===== src/design/lsc_pkg.sv =====
`timescale 1ns / 1ps
`default_nettype none
// ----------------------------------------------------------------------------
// lsc_pkg: shared constants and types of the session cache
// Capacity, field widths, slot layout and request kind codes.
// ----------------------------------------------------------------------------
package lsc_pkg;

    localparam int ENTRIES = 32;                  // 2 .. 256
    localparam int IDX_W   = $clog2(ENTRIES);     // slot index and age rank
    localparam int CNT_W   = $clog2(ENTRIES + 1); // fill count, pass counter

    localparam int HOST_W   = 32;
    localparam int SCHEME_W = 8;
    localparam int PORT_W   = 16;
    localparam int VALUE_W  = 32;

    localparam int S_DATA_W = HOST_W + SCHEME_W + PORT_W + VALUE_W; // 88, whole bytes
    localparam int M_DATA_W = VALUE_W;

    localparam logic KIND_GET = 1'b0;
    localparam logic KIND_PUT = 1'b1;

    typedef struct packed {
        logic [HOST_W-1:0]   host;
        logic [SCHEME_W-1:0] scheme;
        logic [PORT_W-1:0]   port;
    } key_t;

    typedef struct packed {
        key_t               key;
        logic [VALUE_W-1:0] value;
    } slot_t;

endpackage
`default_nettype wire


===== src/design/lsc_ram.sv =====
`timescale 1ns / 1ps
`default_nettype none
// ----------------------------------------------------------------------------
// lsc_ram: simple dual-port synchronous RAM
// One write port, one read port, read data registered.
// ----------------------------------------------------------------------------
module lsc_ram #(
    parameter int WIDTH = 8,
    parameter int DEPTH = 32
) (
    input  wire logic                     aclk,
    input  wire logic                     wr_en,
    input  wire logic [$clog2(DEPTH)-1:0] wr_addr,
    input  wire logic [WIDTH-1:0]         wr_data,
    input  wire logic                     rd_en,
    input  wire logic [$clog2(DEPTH)-1:0] rd_addr,
    output logic      [WIDTH-1:0]         rd_data
);

    logic [WIDTH-1:0] mem [DEPTH];

    always_ff @(posedge aclk) begin
        if (wr_en) begin
            mem[wr_addr] <= wr_data;
        end
    end

    always_ff @(posedge aclk) begin
        if (rd_en) begin
            rd_data <= mem[rd_addr];
        end
    end

endmodule
`default_nettype wire


===== src/design/lru_session_cache.sv =====
`timescale 1ns / 1ps
`default_nettype none
// ----------------------------------------------------------------------------
// lru_session_cache: most-recently-used-first session handle cache
//
// Requests arrive on the s_axis channel: tuser carries the kind (get or
// put), tdata the key (host id, scheme id, port) and, for a put, the session
// handle. Each get returns one result on m_axis: tuser = hit, tdata = the
// stored handle on a hit, zero on a miss. A put returns nothing.
// Slots live in two RAMs with registered read data: one holds key and
// handle, one holds the age rank (0 = most recent). A request runs a scan
// pass over the filled slots (one slot read per cycle), a decide step,
// then a rank update pass over the filled slots that rewrites every rank;
// a get that misses skips the update pass. The length of each pass grows
// with the fill count, set by the single read port of each RAM.
// s_axis_tready is high only between requests.
// Reset empties the cache at once (fill count to zero); no clearing pass.
// A result waits in the output register while the receiver stalls; the next
// request is still taken, and only its own result waits for room.
// ----------------------------------------------------------------------------
module lru_session_cache (
    input  wire logic                          aclk,
    input  wire logic                          aresetn,
    // request channel
    input  wire logic                          s_axis_tvalid,
    output logic                               s_axis_tready,
    // tdata: host_id[31:0], scheme_id[39:32], port[55:40], session_value[87:56]
    input  wire logic [lsc_pkg::S_DATA_W-1:0]  s_axis_tdata,
    // tuser: kind[0]
    input  wire logic                          s_axis_tuser,
    // result channel
    output logic                               m_axis_tvalid,
    input  wire logic                          m_axis_tready,
    // tdata: found_value[31:0]
    output logic      [lsc_pkg::M_DATA_W-1:0]  m_axis_tdata,
    // tuser: hit[0]
    output logic                               m_axis_tuser
);

    import lsc_pkg::*;

    localparam logic [1:0] ST_IDLE   = 2'd0;
    localparam logic [1:0] ST_SCAN   = 2'd1;
    localparam logic [1:0] ST_DECIDE = 2'd2;
    localparam logic [1:0] ST_RANK   = 2'd3;

    logic [1:0]         state_reg, state_next;
    logic [CNT_W-1:0]   fill_reg, fill_next;
    logic [CNT_W-1:0]   cnt_reg, cnt_next;
    logic               pend_reg, pend_next;
    logic [IDX_W-1:0]   pidx_reg, pidx_next;
    logic               match_reg, match_next;
    logic [IDX_W-1:0]   midx_reg, midx_next;
    logic [IDX_W-1:0]   mrank_reg, mrank_next;
    logic [VALUE_W-1:0] mval_reg, mval_next;
    logic [IDX_W-1:0]   victim_reg, victim_next;
    logic [IDX_W-1:0]   target_reg, target_next;
    logic [CNT_W-1:0]   thr_reg, thr_next;
    logic               out_valid_reg, out_valid_next;
    logic               out_hit_reg, out_hit_next;
    logic [VALUE_W-1:0] out_val_reg, out_val_next;

    // captured request
    logic               kind_reg;
    key_t               key_reg;
    logic [VALUE_W-1:0] val_reg;

    // RAM ports
    logic             rd_en;
    logic [IDX_W-1:0] rd_addr;
    slot_t            slot_rd;
    logic [IDX_W-1:0] rank_rd;
    logic             slot_wr_en;
    logic [IDX_W-1:0] slot_wr_addr;
    slot_t            slot_wr_data;
    logic             rank_wr_en;
    logic [IDX_W-1:0] rank_wr_addr;
    logic [IDX_W-1:0] rank_wr_data;

    logic s_accept;
    logic out_free;
    logic pass_done;

    lsc_ram #(.WIDTH($bits(slot_t)), .DEPTH(ENTRIES)) u_slot_ram (
        .aclk    (aclk),
        .wr_en   (slot_wr_en),
        .wr_addr (slot_wr_addr),
        .wr_data (slot_wr_data),
        .rd_en   (rd_en),
        .rd_addr (rd_addr),
        .rd_data (slot_rd)
    );

    lsc_ram #(.WIDTH(IDX_W), .DEPTH(ENTRIES)) u_rank_ram (
        .aclk    (aclk),
        .wr_en   (rank_wr_en),
        .wr_addr (rank_wr_addr),
        .wr_data (rank_wr_data),
        .rd_en   (rd_en),
        .rd_addr (rd_addr),
        .rd_data (rank_rd)
    );

    assign s_axis_tready = (state_reg == ST_IDLE);
    assign s_accept      = s_axis_tvalid && s_axis_tready;
    assign m_axis_tvalid = out_valid_reg;
    assign m_axis_tuser  = out_hit_reg;
    assign m_axis_tdata  = out_val_reg;

    assign out_free  = !out_valid_reg || m_axis_tready;
    assign pass_done = (cnt_reg == fill_reg) && !pend_reg;

    // Hold the request fields for the whole scan and update.
    always_ff @(posedge aclk) begin
        if (s_accept) begin
            kind_reg       <= s_axis_tuser;
            key_reg.host   <= s_axis_tdata[HOST_W-1:0];
            key_reg.scheme <= s_axis_tdata[HOST_W+SCHEME_W-1:HOST_W];
            key_reg.port   <= s_axis_tdata[HOST_W+SCHEME_W+PORT_W-1:HOST_W+SCHEME_W];
            val_reg        <= s_axis_tdata[S_DATA_W-1:HOST_W+SCHEME_W+PORT_W];
        end
    end

    always_comb begin
        state_next     = state_reg;
        fill_next      = fill_reg;
        cnt_next       = cnt_reg;
        pend_next      = 1'b0;
        pidx_next      = cnt_reg[IDX_W-1:0];
        match_next     = match_reg;
        midx_next      = midx_reg;
        mrank_next     = mrank_reg;
        mval_next      = mval_reg;
        victim_next    = victim_reg;
        target_next    = target_reg;
        thr_next       = thr_reg;
        out_valid_next = out_valid_reg;
        out_hit_next   = out_hit_reg;
        out_val_next   = out_val_reg;

        rd_en          = 1'b0;
        rd_addr        = cnt_reg[IDX_W-1:0];
        slot_wr_en     = 1'b0;
        slot_wr_addr   = midx_reg;
        slot_wr_data   = '{key: key_reg, value: val_reg};
        rank_wr_en     = 1'b0;
        rank_wr_addr   = pidx_reg;
        rank_wr_data   = '0;

        // drop the result once the receiver takes it
        if (out_valid_reg && m_axis_tready) begin
            out_valid_next = 1'b0;
        end

        case (state_reg)
            ST_IDLE: begin
                if (s_accept) begin
                    state_next = ST_SCAN;
                    cnt_next   = '0;
                    match_next = 1'b0;
                end
            end

            ST_SCAN: begin
                // read one filled slot per cycle, compare it the next cycle
                if (cnt_reg < fill_reg) begin
                    rd_en     = 1'b1;
                    pend_next = 1'b1;
                    cnt_next  = cnt_reg + 1'b1;
                end
                if (pend_reg) begin
                    if (slot_rd.key == key_reg) begin
                        match_next = 1'b1;
                        midx_next  = pidx_reg;
                        mrank_next = rank_rd;
                        mval_next  = slot_rd.value;
                    end
                    // ranks form a permutation, so the oldest has the top rank
                    if (rank_rd == IDX_W'(ENTRIES - 1)) begin
                        victim_next = pidx_reg;
                    end
                end
                if (pass_done) begin
                    state_next = ST_DECIDE;
                end
            end

            ST_DECIDE: begin
                cnt_next    = '0;
                target_next = midx_reg;
                thr_next    = CNT_W'(mrank_reg);
                if (kind_reg == KIND_GET) begin
                    if (out_free) begin
                        out_valid_next = 1'b1;
                        out_hit_next   = match_reg;
                        out_val_next   = match_reg ? mval_reg : '0;
                        state_next     = match_reg ? ST_RANK : ST_IDLE;
                    end
                end else begin
                    slot_wr_en = 1'b1;
                    state_next = ST_RANK;
                    if (!match_reg) begin
                        // new key: every other entry ages by one
                        thr_next = CNT_W'(ENTRIES);
                        if (fill_reg == CNT_W'(ENTRIES)) begin
                            slot_wr_addr = victim_reg;
                            target_next  = victim_reg;
                        end else begin
                            slot_wr_addr = fill_reg[IDX_W-1:0];
                            target_next  = fill_reg[IDX_W-1:0];
                            fill_next    = fill_reg + 1'b1;
                        end
                    end
                end
            end

            ST_RANK: begin
                // read rank, write back the next cycle: zero for the target, else aged if below the threshold
                if (cnt_reg < fill_reg) begin
                    rd_en     = 1'b1;
                    pend_next = 1'b1;
                    cnt_next  = cnt_reg + 1'b1;
                end
                if (pend_reg) begin
                    rank_wr_en = 1'b1;
                    if (pidx_reg == target_reg) begin
                        rank_wr_data = '0;
                    end else if (CNT_W'(rank_rd) < thr_reg) begin
                        rank_wr_data = rank_rd + 1'b1;
                    end else begin
                        rank_wr_data = rank_rd;
                    end
                end
                if (pass_done) begin
                    state_next = ST_IDLE;
                end
            end

            default: begin
                state_next = ST_IDLE;
            end
        endcase
    end

    always_ff @(posedge aclk) begin
        if (!aresetn) begin
            state_reg     <= ST_IDLE;
            fill_reg      <= '0;
            cnt_reg       <= '0;
            pend_reg      <= 1'b0;
            match_reg     <= 1'b0;
            out_valid_reg <= 1'b0;
        end else begin
            state_reg     <= state_next;
            fill_reg      <= fill_next;
            cnt_reg       <= cnt_next;
            pend_reg      <= pend_next;
            match_reg     <= match_next;
            out_valid_reg <= out_valid_next;
        end
    end

    always_ff @(posedge aclk) begin
        pidx_reg    <= pidx_next;
        midx_reg    <= midx_next;
        mrank_reg   <= mrank_next;
        mval_reg    <= mval_next;
        victim_reg  <= victim_next;
        target_reg  <= target_next;
        thr_reg     <= thr_next;
        out_hit_reg <= out_hit_next;
        out_val_reg <= out_val_next;
    end

endmodule
`default_nettype wire

===== config.mk =====
export PLATFORM = sky130hd
export DESIGN_NAME = lru_session_cache
export DESIGN_NICKNAME = d
export VERILOG_FILES = /design/src/design/lsc_pkg.sv /design/src/design/lsc_ram.sv /design/src/design/lru_session_cache.sv
export SDC_FILE = /design/constraint.sdc
export NUM_CORES = 2
export LEC_CHECK = 0
export BUFFER_PORTS_ARGS = -buffer_cell sky130_fd_sc_hd__buf_2
export CAP_MARGIN = 40
export CORE_AREA = 5 5 519 521
export CTS_CLUSTER_DIAMETER = 60
export DETAILED_ROUTE_END_ITERATION = 10
export DIE_AREA = 0 0 524 526
export SYNTH_ARGS = -nofsm -noshare
export SYNTH_HDL_FRONTEND = slang
export SYNTH_SLANG_ARGS = --single-unit

===== constraint.sdc =====
create_clock -name aclk -period 15.6 [get_ports aclk]
set_input_delay 3.12 -clock aclk [delete_from_list [all_inputs] [get_ports aclk]]
set_output_delay 3.12 -clock aclk [all_outputs]
set_load 0.005 [all_outputs]

# [Yosys cells after proc, flatten, opt, wreduce, memory -nomap -nowiden]
# Memory sizes are Yosys's and may differ from the RTL's. A register that Yosys moved wholly into a read port is not among the register bits.
# Cells that the tools add are included.
[classes] addsub=3 multipliers=0 n_mux=38 reduce_logical=16 order_cmp=2 div=0 eq_ne=15 bitwise=3 shifts=0
[ops] operator="equality test 56 bit" n=1
[ops] operator="2-to-1 mux 5 bit" n=9
[ops] operator="2-to-1 mux 6 bit" n=3
[ops] operator="case mux 6 bit (3 select lines)" n=1
[ops] operator="2-to-1 mux 1 bit" n=17
[ops] operator="adder 6 x 1 -> 6 bit (second input constant)" n=2
[ops] operator="2-to-1 mux 2 bit" n=6
[ops] operator="AND reduction 4 bit" n=3
[ops] operator="AND reduction 3 bit" n=3
[ops] operator="!= test 2 bit (second input constant)" n=4
[ops] operator="case mux 2 bit (4 select lines)" n=1
[ops] operator="equality test 6 bit" n=1
[ops] operator="equality test 6 bit (second input constant)" n=1
[ops] operator="less-than comparator 5 x 6 -> 1 bit" n=1
[ops] operator="less-than comparator 6 bit" n=1
[ops] operator="adder 5 x 1 -> 5 bit (second input constant)" n=1
[ops] operator="equality test 5 bit" n=1
[ops] operator="equality test 5 bit (second input constant)" n=1
[ops] operator="equality test 2 bit (second input constant)" n=2
[ops] operator="!= test 2 x 1 -> 1 bit (second input constant)" n=2
[ops] operator="logical AND 1 bit" n=3
[ops] operator="!= test 3 bit (second input constant)" n=1
[ops] operator="NOT 1 bit" n=3
[ops] operator="equality test 2 x 1 -> 1 bit (second input constant)" n=1
[ops] operator="7 further kinds" n=8
[totals] mem_bits_ro=0 ramBits=2976 regBits=202 wordCells=100 n_memories=2 latchBits=0 in_bits=93
[mem_list] name="u_slot_ram.mem" depth=32 width=88 rd=1 rd_ports_with_merged_regs=1 write_ports=1 line="lsc_ram.sv:20" rtl="logic [WIDTH-1:0] mem [DEPTH];"
[mem_list] name="u_rank_ram.mem" depth=32 width=5 rd=1 rd_ports_with_merged_regs=1 write_ports=1 line="lsc_ram.sv:20"

# [Depth between registers and ports, before layout]
[logic_depth] word_depth=5 mapped_depth=11 depth_no_buf=8

# [Hierarchy]
# Synthesis repeated with hierarchy kept, for this count alone.
[hier_totals] cells_unflattened=5906 area_unflattened_um2=123965.1
[by_module_without_submodules] mod="lsc_ram (u_slot_ram)" instances=1 cells_per_inst=5145 area_per_inst_um2=109699.0 seq_area_each_um2=87203.6
[by_module_without_submodules] mod="lru_session_cache" instances=1 cells_per_inst=484 area_per_inst_um2=7871.3 seq_area_each_um2=5845.6
[by_module_without_submodules] mod="lsc_ram (u_rank_ram)" instances=1 cells_per_inst=277 area_per_inst_um2=6394.9 seq_area_each_um2=4954.8

# [Worst setup path before layout]
# OpenSTA, ideal clock, no wires.
[synth_timing] path_kind="register to register" start="reg cnt_reg[0]" end="reg cnt_reg[1]" required_ns=15.504 path_slack_ns=3.533 arrival_time_ns=11.971 path_stages_with_launch=11 path_buffers=3 cell_sequence="dfxtp_1 > buf_2 > buf_2 > buf_2 > inv_1 > ha_1 > nand2b_1 > a21oi_1 > nor4b_1 > a22oi_1 > nor2b_1"
[synth_between] elab_chain_cells=3 word_cells_on_any_way=6
[synth_rtl] element="start: declaration" line="lru_session_cache.sv:49" rtl="logic [CNT_W-1:0] cnt_reg, cnt_next;"
[synth_rtl] element="start signal: assignment" line="lru_session_cache.sv:256" rtl="cnt_reg <= cnt_next;"
[synth_rtl] element="adder 6 x 1 -> 6 bit or less-than comparator 6 bit (tied branches)"
[synth_rtl] element="2-to-1 mux 6 bit or != test 2 x 1 -> 1 bit (tied branches)"
[synth_rtl] element="case mux 6 bit (3 select lines) or AND reduction 2 bit (tied branches)"
# Several ways; a longest one is shown, not always the timed one. The select of a mux whose other input is x is not followed.
# A chain may end at the register's enable or synchronous reset.

# [Worst setup path after layout]
[layout_timing] start="reg kind_reg" end="mem u_slot_ram.mem[10][25] in the netlist's numbering (enable)"
[layout_between] elab_chain_cells=4 word_cells_on_any_way=6
[layout_rtl] element="start: declaration" line="lru_session_cache.sv:64" rtl="logic kind_reg;"
[layout_rtl] element="start signal: assignment" line="lru_session_cache.sv:116" rtl="kind_reg <= s_axis_tuser;"
[layout_rtl] element="2-to-1 mux 1 bit" line="lru_session_cache.sv:192" rtl="if (kind_reg == KIND_GET) begin"
[layout_rtl] element="2-to-1 mux 1 bit" line="lru_session_cache.sv:155" rtl="case (state_reg)"
[layout_rtl] element="2-to-1 mux 1 bit" line="lsc_ram.sv:23" rtl="if (wr_en) begin"
[layout_rtl] element="2-to-1 mux 1 bit (not written as such)" line="lsc_ram.sv:24" rtl="mem[wr_addr] <= wr_data;"
[layout_rtl] element="end: declaration" line="lsc_ram.sv:20"
# Several ways; a longest one is shown, not always the timed one.

==> parameters.txt <==
Parameter                              Value

Status
  Run status    complete, no violations

Critical path
  CP Depth    8
  Setup slack of the most critical reg-to-reg path    10440 ps
  Critical Path Source Type    flop
  Crit Reg-Reg Startpoint    kind_reg
  Peak fanout along the critical path    28
  Slowest cell on the critical path    sky130_fd_sc_hd__buf_4
  Crit path required time    16170 ps
  Origin of the worst setup path    kind_reg
  Class of the most critical setup path    reg2reg
  Worst setup path endpoint    u_slot_ram.mem[10][25]
  Largest stage delay, worst path    730 ps
  Category of the worst setup path capture point    flop
  CP top delay family    simple AND/OR/NAND/NOR gates
  Bufs and invs on worst path    2
  Path depth of the worst reg2reg path    8
  Crit path cell chain    nand2b_1 -> nor2_1 -> nor2_1 -> a21oi_1 -> or3b_2 -> nor2_4 -> buf_4 -> buf_4
  Arrival time at the worst endpoint    5730 ps
  Worst flop-to-flop path endpoint    u_slot_ram.mem[10][25]

Floorplanning
  Die X-Extent    524 microns
  Initial Util    0.467
  DIE AREA    0.276 sq mm
  Floorplan core area    0.264 sq mm
  Number of standard-cell rows in the floorplan    189
  I/O pin total    128
  Height of the chip    526 microns

Yosys
  Mapped cell area    0.123 sq mm
  Dominant synthesized flop cell    sky130_fd_sc_hd__edfxtp_1
  Xor/xnor share of the synthesized area    0.00512
  Fraction of synthesized area in multiplexers    0.179
  Combinational family with the most area after synthesis    multiplexers
  Yosys warning total    0
  Complex-gate fraction of the synthesized area    0.00195
  Adder and majority cell fraction of the synthesized area    0.00152
  Cells after synthesis    4893
  Synthesized flop and latch total    3271
  Simple logic cell fraction of the synthesized area    0.00910
  Distinct cell type count after synthesis    44
  Number of enable-type register cells in the synthesized netlist    3249
  Portion of the post-synthesis area used by sequential elements    0.795
  Mean area per synthesized cell    25.2 sq um
  Async set-or-reset flop fraction in the synthesized netlist    0
  Net Count, Synth    5001

Timing
  Maximum clock rate    0.194 GHz
  Time the worst path needs with I/O delays and setup    5160 ps
  Worst-case headroom to the max-slew limit    0.290
  TNS Setup    0 ps
  Final Max Slew Viols    0
  Worst-case hold slack    416 ps
  Worst setup skew after layout    90.8 ps
  Setup violations, final    0
  Fin crit share    0.331
  Setup repair after global routing missed its margin    false
  Final Hold Fails    0
  Worst Tran Pin Value    1060 ps

Global route
  First-pass GRT wire length    436000 microns
  Total congestion overflow after global routing    0
  Vias in the first global route    56600
  Global-route usage over all layers    0.223
  Pin count of the biggest net entering global routing    148
  Initial antenna violation count    10

Power and ir drop
  Maximum VDD drop    0.120 mV
  Standby leakage power    42.5 nW
  Power density relative to cell area    130 mW/mm^2

Route
  Mean routed wirelength per cell    33.8 microns
  Number of antenna-violating nets in the routed design    0
  Initial detailed-routing violation count    6412
  Routed wire length    309000 microns
  Iteration count of the initial detailed-routing pass    5
  Drt via density    6.12
  Number of remaining DRC errors    0
  Total number of vias    55800

CTS
  Post-CTS Resized    0
  Register clock-pin slew on the reported worst setup and hold paths    60 ps
  Number of buffers added by the clock tree synthesis step    347
  Cell at the root of the clock tree    sky130_fd_sc_hd__clkbuf_16
  Hold_buf cts    0
  TritonCTS clock tree    built
  Post-CTS setup-driven buffer insertion count    0
  Total number of H-tree levels    5
  Clock latency at the later pin of the worst-skew pair    980 ps
  Total clock sinks    3271
  Clock buffer depth    4

Layout
  Top Registers    u_slot_ram.mem x2816, u_rank_ram.mem x160, u_slot_ram.rd_data x88
  Largest Register    u_slot_ram.mem
  Number of flip-flops in the largest register    2816
  Fillers    19700
  Growth of design area from synthesis to finish    14.7%
  Final cell count without fillers    9124
  Layout cells sized above 1    0.334
  Layout Nets    5453
  Multi-input gate area    0.0245 sq mm
  Seq. cell area    0.0980 sq mm

Placement
  Final weighted congestion in routability-driven placement    0.750
  Total placed cells including tap cells    8522
  HPWL after detailed placement    149000 microns
  Port Buffers    127

Hold path
  Hold Crit Class    reg2reg

Job
  Maxcap violations    0
## placed cells by master, fill, tap and decap left out, types with 25 or more instances in the layout
cell type	instances
sky130_fd_sc_hd__buf_16	50
sky130_fd_sc_hd__clkinv_1	60
sky130_fd_sc_hd__nor2_4	32
sky130_fd_sc_hd__edfxtp_1	3249
sky130_fd_sc_hd__nor2_1	56
sky130_fd_sc_hd__buf_12	35
sky130_fd_sc_hd__mux2_2	93
sky130_fd_sc_hd__buf_4	113
sky130_fd_sc_hd__clkbuf_16	355
sky130_fd_sc_hd__buf_2	129
sky130_fd_sc_hd__xnor2_1	25
sky130_fd_sc_hd__and2_1	43
sky130_fd_sc_hd__clkbuf_1	75
sky130_fd_sc_hd__clkinv_2	43
sky130_fd_sc_hd__xor2_1	47
sky130_fd_sc_hd__mux4_2	930
## report_power, final
group          internal [mW]  switching [mW]
Clock                   4.53            3.27
Combinational          0.224           0.368
Sequential              9.85          0.0796
## Yosys cell counts, types with 3 or more instances
master | count | area, sq um
sky130_fd_sc_hd__nand2_1 | 17 | 63.8
sky130_fd_sc_hd__and2_1 | 44 | 275
sky130_fd_sc_hd__xnor2_1 | 25 | 219
sky130_fd_sc_hd__mux4_2 | 930 | 20900
sky130_fd_sc_hd__nand3_1 | 9 | 45.0
sky130_fd_sc_hd__nand4_1 | 10 | 62.6
sky130_fd_sc_hd__nand2b_1 | 6 | 37.5
sky130_fd_sc_hd__clkbuf_1 | 136 | 510
sky130_fd_sc_hd__or3_1 | 5 | 31.3
sky130_fd_sc_hd__nor2b_1 | 5 | 31.3
sky130_fd_sc_hd__o21ai_0 | 10 | 50.1
sky130_fd_sc_hd__buf_2 | 85 | 425
sky130_fd_sc_hd__or3b_2 | 5 | 43.8
sky130_fd_sc_hd__mux2_2 | 93 | 1050
sky130_fd_sc_hd__inv_1 | 16 | 60.1
sky130_fd_sc_hd__nor3_1 | 4 | 20.0
sky130_fd_sc_hd__xor2_1 | 47 | 412
sky130_fd_sc_hd__nand3b_1 | 6 | 45.0
sky130_fd_sc_hd__ha_1 | 15 | 188
sky130_fd_sc_hd__a21oi_1 | 11 | 55.1
sky130_fd_sc_hd__nor2_1 | 88 | 330
sky130_fd_sc_hd__nor4_1 | 12 | 75.1
sky130_fd_sc_hd__mux2i_1 | 5 | 50.1
sky130_fd_sc_hd__dfxtp_1 | 22 | 440
sky130_fd_sc_hd__buf_1 | 13 | 48.8
sky130_fd_sc_hd__edfxtp_1 | 3249 | 97600
sky130_fd_sc_hd__o21a_1 | 3 | 22.5
## cell families after synthesis
group,Yosys count
AO/OA/AOI/OAI,37
XOR/XNOR,72
adder cells (fa/ha/maj),15
buffers and inverters,251
flip-flops,3271
multiplexers,1028
AND/OR/NAND/NOR,219
## per-stage QoR
step,setup slack (ps),utilization,instance area [sq um],total power [mW]
after global placement,10200,0.488,129000,10.6
after CTS,10510,0.535,141000,18.5
after detailed placement,10530,0.494,131000,10.7
after global routing,10200,0.535,141000,18.9
after floorplan,3530,-,123000,10.4
final,10440,0.535,141000,18.3
## metal layers
metal,share of wire,up-vias,track usage
met5,0.00015,-,0
met4,0.019,6,0.0484
met3,0.074,427,0.0355
met2,0.49,2491,0.354
met1,0.42,30900,0.333
li1,-,22000,-
## worst register-to-register path, stage by stage (launching register included)
cell and delay [ps]:
sky130_fd_sc_hd__edfxtp_1 450, sky130_fd_sc_hd__nand2b_1 380, sky130_fd_sc_hd__nor2_1 580, sky130_fd_sc_hd__nor2_1 100
sky130_fd_sc_hd__a21oi_1 450, sky130_fd_sc_hd__or3b_2 630, sky130_fd_sc_hd__nor2_4 670, sky130_fd_sc_hd__buf_4 740
sky130_fd_sc_hd__buf_4 750
## cell type report
type,instances,share of cell area
inverters,16,0.000425
repair buffers,338,0.0265
well taps,3533,0.0313
multi-input cells,1371,0.173
diodes,5,0.0000885
clock buffers,434,0.0651
clock inverters,156,0.00977
flip-flops and latches,3271,0.694
## worst min-delay path by stage
stage / start / end / slack [ps] / cells past startpoint
final: u_slot_ram.rd_data[3] / mval_reg[3] / 420 / 0
after global routing: u_slot_ram.rd_data[7] / mval_reg[7] / 420 / 0
after CTS: u_slot_ram.rd_data[3] / mval_reg[3] / 410 / 0
after detailed placement: u_slot_ram.rd_data[3] / mval_reg[3] / 410 / 0
after global placement: u_slot_ram.rd_data[12] / mval_reg[12] / 410 / 0
after floorplan: cnt_reg[2] / pidx_reg[2] / 350 / 0
(Power assumes the default switching activity.)
